**src/design/jsu_pkg.sv**
```systemverilog
`default_nettype none
package jsu_pkg;

    // Parser modes
    typedef enum logic [2:0] {
        M_IDLE,
        M_SKIP,
        M_STR,
        M_ESC,
        M_HEXA,
        M_BSL,
        M_UCH,
        M_HEXB
    } t_mode;

    // Result kinds
    localparam logic [1:0] KIND_DATA  = 2'd0;
    localparam logic [1:0] KIND_CLOSE = 2'd1;
    localparam logic [1:0] KIND_ERR   = 2'd2;

    // Error codes
    localparam logic [3:0] ERR_NONE       = 4'd0;
    localparam logic [3:0] ERR_NO_OPEN    = 4'd1;
    localparam logic [3:0] ERR_UNTERM_STR = 4'd2;
    localparam logic [3:0] ERR_RAW_CTRL   = 4'd3;
    localparam logic [3:0] ERR_UNTERM_ESC = 4'd4;
    localparam logic [3:0] ERR_BAD_ESC    = 4'd5;
    localparam logic [3:0] ERR_TRUNC_HEX  = 4'd6;
    localparam logic [3:0] ERR_BAD_HEX    = 4'd7;
    localparam logic [3:0] ERR_LONE_HIGH  = 4'd8;
    localparam logic [3:0] ERR_BAD_LOW    = 4'd9;
    localparam logic [3:0] ERR_LONE_LOW   = 4'd10;

    // Characters of interest
    localparam logic [7:0] CH_QUOTE = 8'h22;
    localparam logic [7:0] CH_BSL   = 8'h5C;
    localparam logic [7:0] CH_SLASH = 8'h2F;
    localparam logic [7:0] CH_B     = 8'h62;
    localparam logic [7:0] CH_F     = 8'h66;
    localparam logic [7:0] CH_N     = 8'h6E;
    localparam logic [7:0] CH_R     = 8'h72;
    localparam logic [7:0] CH_T     = 8'h74;
    localparam logic [7:0] CH_U     = 8'h75;
    localparam logic [7:0] CTRL_LIMIT = 8'h20;

    // Surrogate prefixes (top six bits of a 16-bit unit)
    localparam logic [5:0] HIGH_SUR_TOP = 6'b110110;
    localparam logic [5:0] LOW_SUR_TOP  = 6'b110111;
    localparam logic [20:0] SUPP_BASE   = 21'h10000;

    // Queue geometry
    localparam int QDEPTH = 4;
    localparam int QAW    = $clog2(QDEPTH);

    // One front-to-back request: a code point to encode, a raw byte, a close or an error
    typedef struct packed {
        logic [1:0]  kind;
        logic [3:0]  code;
        logic        raw;
        logic [20:0] cp;
    } t_req;

    // Hex digit decode: {valid, value}
    function automatic logic [4:0] hex_val(input logic [7:0] c);
        logic [4:0] r;
        r = 5'd0;
        if (c >= 8'h30 && c <= 8'h39) begin
            r = {1'b1, c[3:0]};
        end else if ((c >= 8'h61 && c <= 8'h66) || (c >= 8'h41 && c <= 8'h46)) begin
            r = {1'b1, c[3:0] + 4'd9};
        end
        return r;
    endfunction

    // Index of the last UTF-8 byte for a code point (byte count minus one)
    function automatic logic [1:0] utf8_last_idx(input logic [20:0] cp);
        logic [1:0] r;
        if (cp <= 21'h7F) begin
            r = 2'd0;
        end else if (cp <= 21'h7FF) begin
            r = 2'd1;
        end else if (cp <= 21'hFFFF) begin
            r = 2'd2;
        end else begin
            r = 2'd3;
        end
        return r;
    endfunction

endpackage
`default_nettype wire

```
**src/design/jsu_front.sv**
```systemverilog
`default_nettype none
module jsu_front (
    input  wire logic          i_clk,
    input  wire logic          i_rst_n,
    input  wire logic          i_acc,
    input  wire logic [7:0]    i_text_byte,
    input  wire logic          i_end_flag,
    output jsu_pkg::t_req      o_req,
    output logic               o_push
);
    import jsu_pkg::*;

    t_mode       r_mode, n_mode;
    logic [15:0] r_hex, n_hex;
    logic [1:0]  r_cnt, n_cnt;
    logic [9:0]  r_high, n_high;

    logic [4:0]  dig;
    logic [15:0] hex_new;
    logic        hex_done;
    logic        is_hi, is_lo;
    logic [7:0]  esc_byte;
    logic        esc_ok;

    // Shared decode
    assign dig      = hex_val(i_text_byte);
    assign hex_new  = {r_hex[11:0], dig[3:0]};
    assign hex_done = (r_cnt == 2'd3);
    assign is_hi    = (hex_new[15:10] == HIGH_SUR_TOP);
    assign is_lo    = (hex_new[15:10] == LOW_SUR_TOP);

    // Simple escapes
    always_comb begin
        esc_ok   = 1'b1;
        esc_byte = i_text_byte;
        case (i_text_byte)
            CH_QUOTE, CH_BSL, CH_SLASH: esc_byte = i_text_byte;
            CH_B:    esc_byte = 8'h08;
            CH_F:    esc_byte = 8'h0C;
            CH_N:    esc_byte = 8'h0A;
            CH_R:    esc_byte = 8'h0D;
            CH_T:    esc_byte = 8'h09;
            default: esc_ok   = 1'b0;
        endcase
    end

    // Next state
    always_comb begin
        n_mode = r_mode;
        if (i_acc) begin
            if (i_end_flag) begin
                n_mode = M_IDLE;
            end else begin
                case (r_mode)
                    M_SKIP: if (i_text_byte == CH_QUOTE) n_mode = M_STR;
                    M_STR: begin
                        if (i_text_byte == CH_QUOTE)        n_mode = M_IDLE;
                        else if (i_text_byte < CTRL_LIMIT)  n_mode = M_SKIP;
                        else if (i_text_byte == CH_BSL)     n_mode = M_ESC;
                    end
                    M_ESC: begin
                        if (i_text_byte == CH_U) n_mode = M_HEXA;
                        else if (esc_ok)         n_mode = M_STR;
                        else                     n_mode = M_SKIP;
                    end
                    M_HEXA: begin
                        if (!dig[4])       n_mode = M_SKIP;
                        else if (hex_done) n_mode = is_hi ? M_BSL : (is_lo ? M_SKIP : M_STR);
                    end
                    M_HEXB: begin
                        if (!dig[4])       n_mode = M_SKIP;
                        else if (hex_done) n_mode = is_lo ? M_STR : M_SKIP;
                    end
                    M_BSL: n_mode = (i_text_byte == CH_BSL) ? M_UCH : M_SKIP;
                    M_UCH: n_mode = (i_text_byte == CH_U) ? M_HEXB : M_SKIP;
                    default: n_mode = (i_text_byte == CH_QUOTE) ? M_STR : M_SKIP;
                endcase
            end
        end
    end

    // Requests and hex datapath
    always_comb begin
        o_push = 1'b0;
        o_req  = '{kind: KIND_DATA, code: ERR_NONE, raw: 1'b1, cp: 21'd0};
        n_hex  = r_hex;
        n_cnt  = r_cnt;
        n_high = r_high;
        if (i_acc) begin
            if (i_end_flag) begin
                o_req.kind = KIND_ERR;
                o_push     = 1'b1;
                case (r_mode)
                    M_SKIP:         o_push     = 1'b0;
                    M_STR:          o_req.code = ERR_UNTERM_STR;
                    M_ESC:          o_req.code = ERR_UNTERM_ESC;
                    M_HEXA, M_HEXB: o_req.code = ERR_TRUNC_HEX;
                    M_BSL, M_UCH:   o_req.code = ERR_LONE_HIGH;
                    default:        o_req.code = ERR_NO_OPEN;
                endcase
            end else begin
                case (r_mode)
                    M_SKIP: o_push = 1'b0;
                    M_STR: begin
                        if (i_text_byte == CH_QUOTE) begin
                            o_push     = 1'b1;
                            o_req.kind = KIND_CLOSE;
                        end else if (i_text_byte < CTRL_LIMIT) begin
                            o_push     = 1'b1;
                            o_req.kind = KIND_ERR;
                            o_req.code = ERR_RAW_CTRL;
                        end else if (i_text_byte != CH_BSL) begin
                            o_push   = 1'b1;
                            o_req.cp = {13'd0, i_text_byte};
                        end
                    end
                    M_ESC: begin
                        if (i_text_byte == CH_U) begin
                            n_hex = 16'd0;
                            n_cnt = 2'd0;
                        end else if (esc_ok) begin
                            o_push   = 1'b1;
                            o_req.cp = {13'd0, esc_byte};
                        end else begin
                            o_push     = 1'b1;
                            o_req.kind = KIND_ERR;
                            o_req.code = ERR_BAD_ESC;
                        end
                    end
                    M_HEXA, M_HEXB: begin
                        if (!dig[4]) begin
                            o_push     = 1'b1;
                            o_req.kind = KIND_ERR;
                            o_req.code = ERR_BAD_HEX;
                        end else begin
                            n_hex = hex_new;
                            n_cnt = r_cnt + 2'd1;
                            if (hex_done) begin
                                o_req.raw = 1'b0;
                                if (r_mode == M_HEXA) begin
                                    if (is_hi) begin
                                        n_high = hex_new[9:0];
                                    end else if (is_lo) begin
                                        o_push     = 1'b1;
                                        o_req.kind = KIND_ERR;
                                        o_req.code = ERR_LONE_LOW;
                                    end else begin
                                        o_push   = 1'b1;
                                        o_req.cp = {5'd0, hex_new};
                                    end
                                end else if (is_lo) begin
                                    o_push   = 1'b1;
                                    o_req.cp = {1'b0, r_high, hex_new[9:0]} + SUPP_BASE;
                                end else begin
                                    o_push     = 1'b1;
                                    o_req.kind = KIND_ERR;
                                    o_req.code = ERR_BAD_LOW;
                                end
                            end
                        end
                    end
                    M_BSL: begin
                        if (i_text_byte != CH_BSL) begin
                            o_push     = 1'b1;
                            o_req.kind = KIND_ERR;
                            o_req.code = ERR_LONE_HIGH;
                        end
                    end
                    M_UCH: begin
                        if (i_text_byte == CH_U) begin
                            n_hex = 16'd0;
                            n_cnt = 2'd0;
                        end else begin
                            o_push     = 1'b1;
                            o_req.kind = KIND_ERR;
                            o_req.code = ERR_LONE_HIGH;
                        end
                    end
                    default: begin
                        if (i_text_byte != CH_QUOTE) begin
                            o_push     = 1'b1;
                            o_req.kind = KIND_ERR;
                            o_req.code = ERR_NO_OPEN;
                        end
                    end
                endcase
            end
        end
    end

    // State registers
    always_ff @(posedge i_clk) begin
        if (!i_rst_n) begin
            r_mode <= M_IDLE;
            r_hex  <= 16'd0;
            r_cnt  <= 2'd0;
            r_high <= 10'd0;
        end else begin
            r_mode <= n_mode;
            r_hex  <= n_hex;
            r_cnt  <= n_cnt;
            r_high <= n_high;
        end
    end

endmodule
`default_nettype wire

```
**src/design/jsu_queue.sv**
```systemverilog
`default_nettype none
module jsu_queue (
    input  wire logic          i_clk,
    input  wire logic          i_rst_n,
    input  wire logic          i_push,
    input  wire jsu_pkg::t_req i_req,
    input  wire logic          i_pop,
    output jsu_pkg::t_req      o_head,
    output logic               o_empty,
    output logic               o_full
);
    import jsu_pkg::*;

    t_req             r_mem [QDEPTH];
    logic [QAW-1:0]   r_wp, r_rp;
    logic [QAW:0]     r_cnt;
    logic             do_push, do_pop;

    assign o_empty = (r_cnt == '0);
    assign o_full  = (r_cnt == QDEPTH[QAW:0]);
    assign o_head  = r_mem[r_rp];
    assign do_push = i_push && !o_full;
    assign do_pop  = i_pop && !o_empty;

    // Storage
    always_ff @(posedge i_clk) begin
        if (do_push) begin
            r_mem[r_wp] <= i_req;
        end
    end

    // Pointers and fill count
    always_ff @(posedge i_clk) begin
        if (!i_rst_n) begin
            r_wp  <= '0;
            r_rp  <= '0;
            r_cnt <= '0;
        end else begin
            if (do_push) r_wp <= r_wp + 1'b1;
            if (do_pop)  r_rp <= r_rp + 1'b1;
            case ({do_push, do_pop})
                2'b10:   r_cnt <= r_cnt + 1'b1;
                2'b01:   r_cnt <= r_cnt - 1'b1;
                default: r_cnt <= r_cnt;
            endcase
        end
    end

endmodule
`default_nettype wire

```
**src/design/jsu_back.sv**
```systemverilog
`default_nettype none
module jsu_back (
    input  wire logic          i_clk,
    input  wire logic          i_rst_n,
    input  wire jsu_pkg::t_req i_head,
    input  wire logic          i_empty,
    output logic               o_pop,
    output logic               o_out_valid,
    input  wire logic          i_out_stall,
    output logic [7:0]         o_out_byte,
    output logic [1:0]         o_kind,
    output logic [3:0]         o_error_code,
    output logic               o_last
);
    import jsu_pkg::*;

    logic       r_valid;
    logic [7:0] r_byte;
    logic [1:0] r_kind;
    logic [3:0] r_code;
    logic       r_last;
    logic [1:0] r_idx, n_idx;

    logic       load;
    logic [1:0] last_idx;
    logic [7:0] enc;
    logic [20:0] cp;

    assign cp   = i_head.cp;
    assign load = !r_valid || !i_out_stall;

    // Index of the last byte this request yields (byte count minus one)
    always_comb begin
        if (i_head.kind != KIND_DATA || i_head.raw) begin
            last_idx = 2'd0;
        end else begin
            last_idx = utf8_last_idx(cp);
        end
    end

    // UTF-8 byte for the current position
    always_comb begin
        enc = cp[7:0];
        if (i_head.kind != KIND_DATA) begin
            enc = 8'd0;
        end else if (!i_head.raw) begin
            case ({last_idx, r_idx})
                4'b0000: enc = {1'b0, cp[6:0]};
                4'b0100: enc = {3'b110, cp[10:6]};
                4'b0101: enc = {2'b10, cp[5:0]};
                4'b1000: enc = {4'b1110, cp[15:12]};
                4'b1001: enc = {2'b10, cp[11:6]};
                4'b1010: enc = {2'b10, cp[5:0]};
                4'b1100: enc = {5'b11110, cp[20:18]};
                4'b1101: enc = {2'b10, cp[17:12]};
                4'b1110: enc = {2'b10, cp[11:6]};
                4'b1111: enc = {2'b10, cp[5:0]};
                default: enc = 8'd0;
            endcase
        end
    end

    // Pop the request with its final byte
    assign o_pop = load && !i_empty && (r_idx == last_idx);
    always_comb begin
        n_idx = r_idx;
        if (load && !i_empty) begin
            n_idx = (r_idx == last_idx) ? 2'd0 : r_idx + 2'd1;
        end
    end

    // Output register
    always_ff @(posedge i_clk) begin
        if (!i_rst_n) begin
            r_valid <= 1'b0;
            r_idx   <= 2'd0;
        end else begin
            r_idx <= n_idx;
            if (load) r_valid <= !i_empty;
        end
    end

    always_ff @(posedge i_clk) begin
        if (load && !i_empty) begin
            r_byte <= enc;
            r_kind <= i_head.kind;
            r_code <= i_head.code;
            r_last <= (r_idx == last_idx);
        end
    end

    assign o_out_valid  = r_valid;
    assign o_out_byte   = r_byte;
    assign o_kind       = r_kind;
    assign o_error_code = r_code;
    assign o_last       = r_last;

endmodule
`default_nettype wire

```
**src/design/json_string_unescape_utf8.sv**
```systemverilog
`default_nettype none
// Channel  | valid        | stall        | payload
// ---------+--------------+--------------+--------------------------------------------
// in       | i_in_valid   | o_in_stall   | i_text_byte, i_end_flag
// out      | o_out_valid  | i_out_stall  | o_out_byte, o_kind, o_error_code, o_last
//
// One input byte is taken per cycle unless o_in_stall is high; each yields at most one request.
// Each request drains as 1 to 4 bytes via the output register, one per cycle when i_out_stall is low.
// A four-entry request queue absorbs multi-byte UTF-8 output; o_in_stall rises only when it is full.
// Reset (synchronous, active low) returns the parser to waiting for an opening quote.
module json_string_unescape_utf8 (
    input  wire logic        i_clk,
    input  wire logic        i_rst_n,
    input  wire logic        i_in_valid,
    output logic             o_in_stall,
    input  wire logic [7:0]  i_text_byte,
    input  wire logic        i_end_flag,
    output logic             o_out_valid,
    input  wire logic        i_out_stall,
    output logic [7:0]       o_out_byte,
    output logic [1:0]       o_kind,
    output logic [3:0]       o_error_code,
    output logic             o_last
);
    import jsu_pkg::*;

    t_req req, head;
    logic push, pop, q_empty, q_full, acc;

    assign o_in_stall = q_full;
    assign acc        = i_in_valid && !q_full;

    jsu_front u_front (
        .i_clk       (i_clk),
        .i_rst_n     (i_rst_n),
        .i_acc       (acc),
        .i_text_byte (i_text_byte),
        .i_end_flag  (i_end_flag),
        .o_req       (req),
        .o_push      (push)
    );

    jsu_queue u_queue (
        .i_clk   (i_clk),
        .i_rst_n (i_rst_n),
        .i_push  (push),
        .i_req   (req),
        .i_pop   (pop),
        .o_head  (head),
        .o_empty (q_empty),
        .o_full  (q_full)
    );

    jsu_back u_back (
        .i_clk        (i_clk),
        .i_rst_n      (i_rst_n),
        .i_head       (head),
        .i_empty      (q_empty),
        .o_pop        (pop),
        .o_out_valid  (o_out_valid),
        .i_out_stall  (i_out_stall),
        .o_out_byte   (o_out_byte),
        .o_kind       (o_kind),
        .o_error_code (o_error_code),
        .o_last       (o_last)
    );

`ifndef SYNTHESIS
    a_queue_sane: assert property (@(posedge i_clk) disable iff (!i_rst_n)
        !(q_full && q_empty))
        else $error("queue both full and empty");
    a_marker_single: assert property (@(posedge i_clk) disable iff (!i_rst_n)
        (o_out_valid && o_kind != KIND_DATA) |-> o_last)
        else $error("close or error not marked last");
    a_code_only_err: assert property (@(posedge i_clk) disable iff (!i_rst_n)
        (o_out_valid && o_kind != KIND_ERR) |-> (o_error_code == ERR_NONE))
        else $error("error code on non-error result");
    a_no_push_full: assert property (@(posedge i_clk) disable iff (!i_rst_n)
        (push && !pop) |=> !q_empty)
        else $error("pushed request lost");
`endif

endmodule
`default_nettype wire
```
**config.mk**
```make
export PLATFORM = sky130hd
export DESIGN_NAME = json_string_unescape_utf8
export DESIGN_NICKNAME = d
export VERILOG_FILES = /design/src/design/jsu_pkg.sv /design/src/design/jsu_front.sv /design/src/design/jsu_queue.sv /design/src/design/jsu_back.sv /design/src/design/json_string_unescape_utf8.sv
export SDC_FILE = /design/constraint.sdc
export NUM_CORES = 1
export LEC_CHECK = 0
export ABC_CLOCK_PERIOD_IN_PS = 4200
export BUFFER_PORTS_ARGS = -buffer_cell sky130_fd_sc_hd__buf_4
export CAP_MARGIN = 10
export CORE_MARGIN = 5
export CORE_UTILIZATION = 45
export DETAILED_ROUTE_END_ITERATION = 10
export SYNTH_ARGS = -nofsm -noshare
export SYNTH_HDL_FRONTEND = slang
export SYNTH_SLANG_ARGS = --single-unit
```
**constraint.sdc**
```tcl
create_clock -name i_clk -period 4.2 [get_ports i_clk]
set_input_delay 0.84 -clock i_clk [delete_from_list [all_inputs] [get_ports i_clk]]
set_output_delay 0.84 -clock i_clk [all_outputs]
set_load 0.02 [all_outputs]
```
==> flow_metrics.tcl <==
set metrics [dict create \
    synthCells 621 \
    drv_slew 0 \
    core_area_sq_um 17200 \
    routed_via_density 5.89 \
    layout.nets 690 \
    globalRoute.totalOverflow 0 \
    highest_layer "met4" \
    slew_headroom 0.331 \
    startpoint_type "flip-flop" \
    cts_tree "done" \
    synthFlopType "edfxtp_1" \
    initial_core_util 0.458 \
    wl_met1_um 8010 \
    wl_per_cell_um 19.7 \
    setup_violations 0 \
    cts-root-buf "clkbuf_16" \
    ctsResizeCount 0 \
    r2r_cells 13 \
    die_h_um 142 \
    synth_top_area_cell "edfxtp_1" \
    fmax_mhz 258 \
    outcome "finished clean" \
    clock_sink_count 166 \
    pwr-share-seq 0.434 \
    grt_pass1_vias 5205 \
    final_util 0.524 \
    synth_seq_cells 166 \
    finClkSkew_ns 0.00991 \
    synth_area_leaders "edfxtp_1, dfxtp_1, mux4_2, ha_1, nand2_1" \
    clk_latency_ns 0.43 \
    path_class "reg -> reg" \
    cp-end-kind "flip-flop" \
    comb_power_share 0.249 \
    cts_hold_buf 0 \
    synth-seq-area-share 0.582 \
    worstPathArrival_ns 4.21 \
    portBuffers 29 \
    drc 0 \
    cap_viol_max_count 0 \
    postSynthAreaPerCell_sq_um 12.7 \
    cts_made_buffers 17 \
    setup_tns_ns 0 \
    grt_usage 0.183 \
    synth_cell_types 69 \
    antenna_found_initial 0 \
    p_switching_mw 1.41 \
    met3_length_um 814 \
    powerDensity_nw_per_um2 533 \
    cp.required_ns 4.54 \
    crit_fanout 28 \
    grt_max_degree 44 \
    ios 30 \
    gp_congestion 0.911 \
    hold_viol 0 \
    layout-drive-gt1-share 0.181 \
    hpwl_um 12300 \
    grt_pass1_wl_um 28400 \
    internal_power_mw 3.40 \
    path_clk_slew_ns 0.07 \
    ys_async_sr_fraction 0 \
    sw_frac_of_total 0.293 \
    hold_class "reg -> reg" \
    syn_area_sq_um 7900 \
    drtPass1Iterations 5 \
    n_antenna_cell 0 \
    synth-edff-count 127 \
    hold_start "u_back.o_out_valid" \
    drtIter0Drc 522 \
    areaGrowthSynthToFinish_pct 14.2 \
    total_power_mw 4.81 \
    dr_wl_met2_um 8450 \
    worstMarginPinSlew_ns 0.978 \
    die_area_sq_um 20300 \
    yosysTopAreaCellShare 0.483 \
    num_vias 5290 \
    period_needed_ns 3.87 \
    num_rows 48 \
    grt_setup_unrepaired "false" \
    synthesis.nets 651 \
    drt-total-wl_um 17700 \
    post_cts_buffers 0 \
    place_ws_ns 0.119 \
    p_leak_nw 2.99 \
    whs_path_depth 2 \
    clockBufferDepth 2 \
    layout_setup_ws_ns 0.328 \
    fin_crit_sh 0.922 \
    ys_warn_count 0 \
    antenna_left 0 \
    h-tree-depth 4 \
    die_w_um 142 \
    p_clk_frac 0.317 \
    max-vdd-ir-drop_mv 0.321 \
]
## path summary, 6_finish.rpt
path                        end  slack (ns)
max            u_queue.r_cnt[2]        0.33
min          u_back.o_out_valid        0.50
max reg2reg    u_queue.r_cnt[2]        0.33
min reg2reg  u_back.o_out_valid        0.50
## final cells by class
class	instances	area, sq um
clock buffers	19	433
clock inverters	13	148
fillers	1433	8210
inverters	26	97.6
multi-input cells	397	3070
flip-flops and latches	166	4600
well taps	225	282
repair buffers	52	403
## per-stage QoR
stage | cells | cell area [sq um] | hold slack [ns]
finish | 898 | 9020 | 0.496
global route | 898 | 9020 | 0.530
global placement | 866 | 8440 | 0.466
floorplan | 621 | 7900 | 0.456
detailed placement | 866 | 8440 | 0.489
CTS | 898 | 9020 | 0.498
## synth_stat cells (all sizes together) (4+ instances only)
| cell | number |
|---|---|
| or3 | 6 |
| a21o | 4 |
| xnor2 | 5 |
| edfxtp | 127 |
| nand3 | 17 |
| inv | 26 |
| clkbuf | 25 |
| and3 | 10 |
| nor4 | 7 |
| nor3 | 17 |
| nand2 | 45 |
| ha | 16 |
| nand2b | 8 |
| o21ai | 29 |
| mux2i | 12 |
| a221oi | 9 |
| nor2b | 27 |
| a31oi | 7 |
| nor2 | 28 |
| nand3b | 4 |
| a21oi | 20 |
| buf | 7 |
| and2 | 11 |
| mux4 | 28 |
| or4 | 5 |
| dfxtp | 39 |
| a22oi | 16 |
| a21boi | 9 |
| a311oi | 4 |
| nand4 | 7 |
| a211oi | 5 |
## layout by cell type, fill, tap and decap left out, drive strengths merged, types with 3 or more instances in the layout
master / instances
a2111oi: 3
a211oi: 5
a21boi: 9
a21o: 4
a21oi: 20
a221oi: 9
a22oi: 16
a311oi: 4
a31oi: 7
and2: 11
and3: 10
buf: 52
clkbuf: 19
clkinv: 4
dfxtp: 39
edfxtp: 127
ha: 16
inv: 31
mux2i: 12
mux4: 28
nand2: 45
nand2b: 8
nand3: 17
nand3b: 4
nand4: 7
nor2: 28
nor2b: 27
nor3: 17
nor4: 7
o211ai: 3
o21ai: 29
o311ai: 3
or3: 6
or4: 5
xnor2: 5
## power by group through the flow
stage	combinational (mW)	clock (mW)	sequential, mW
global placement	1.20	0	2.12
global route	1.30	1.63	2.11
detailed placement	1.22	0	2.12
floorplan	0.743	0	2.20
finish	1.19	1.52	2.09
CTS	1.22	1.56	2.09
## per-layer routing
metal / global-route usage / vias to the layer above
met1: 0.248 / 2611
met3: 0.0356 / 29
met5: 0 / -
met4: 0.0715 / 0
met2: 0.292 / 171
li1: - / 2479
## registers in the layout (all words and copies together), names as in the netlist, named ones only
register / flops
u_back.o_last: 1
u_queue.r_wp: 2
u_queue.r_rp: 2
u_front.r_cnt: 2
u_front.r_hex: 12
u_front.r_high: 10
u_back.o_kind: 2
u_back.o_error_code: 4
u_back.o_out_valid: 1
u_queue.r_mem: 112
u_front.r_mode: 3
u_queue.r_cnt: 3
u_back.o_out_byte: 8
u_back.r_idx: 2
## critical path, stage by stage, from the launching register on
cell	delay [ns]
dfxtp_2	0.34
buf_12	0.24
mux4_2	0.59
nor3_1	0.44
nand4_1	0.26
and3_1	0.28
a221oi_4	0.45
nor2_1	0.11
ha_1	0.24
inv_1	0.07
fa_1	0.17
xor2_1	0.08
or3_1	0.32
a21boi_0	0.20
## logic make-up after synthesis
kind of cell | share of synthesized area
xor gates and xnor gates | 0.00776
buffers and inverters | 0.0303
muxes | 0.0979
adders and majority gates | 0.0279
DFF | 0.582
and+or+nand+nor | 0.136
AOI/OAI and AO/OA | 0.119
(Power assumes the default switching activity.)
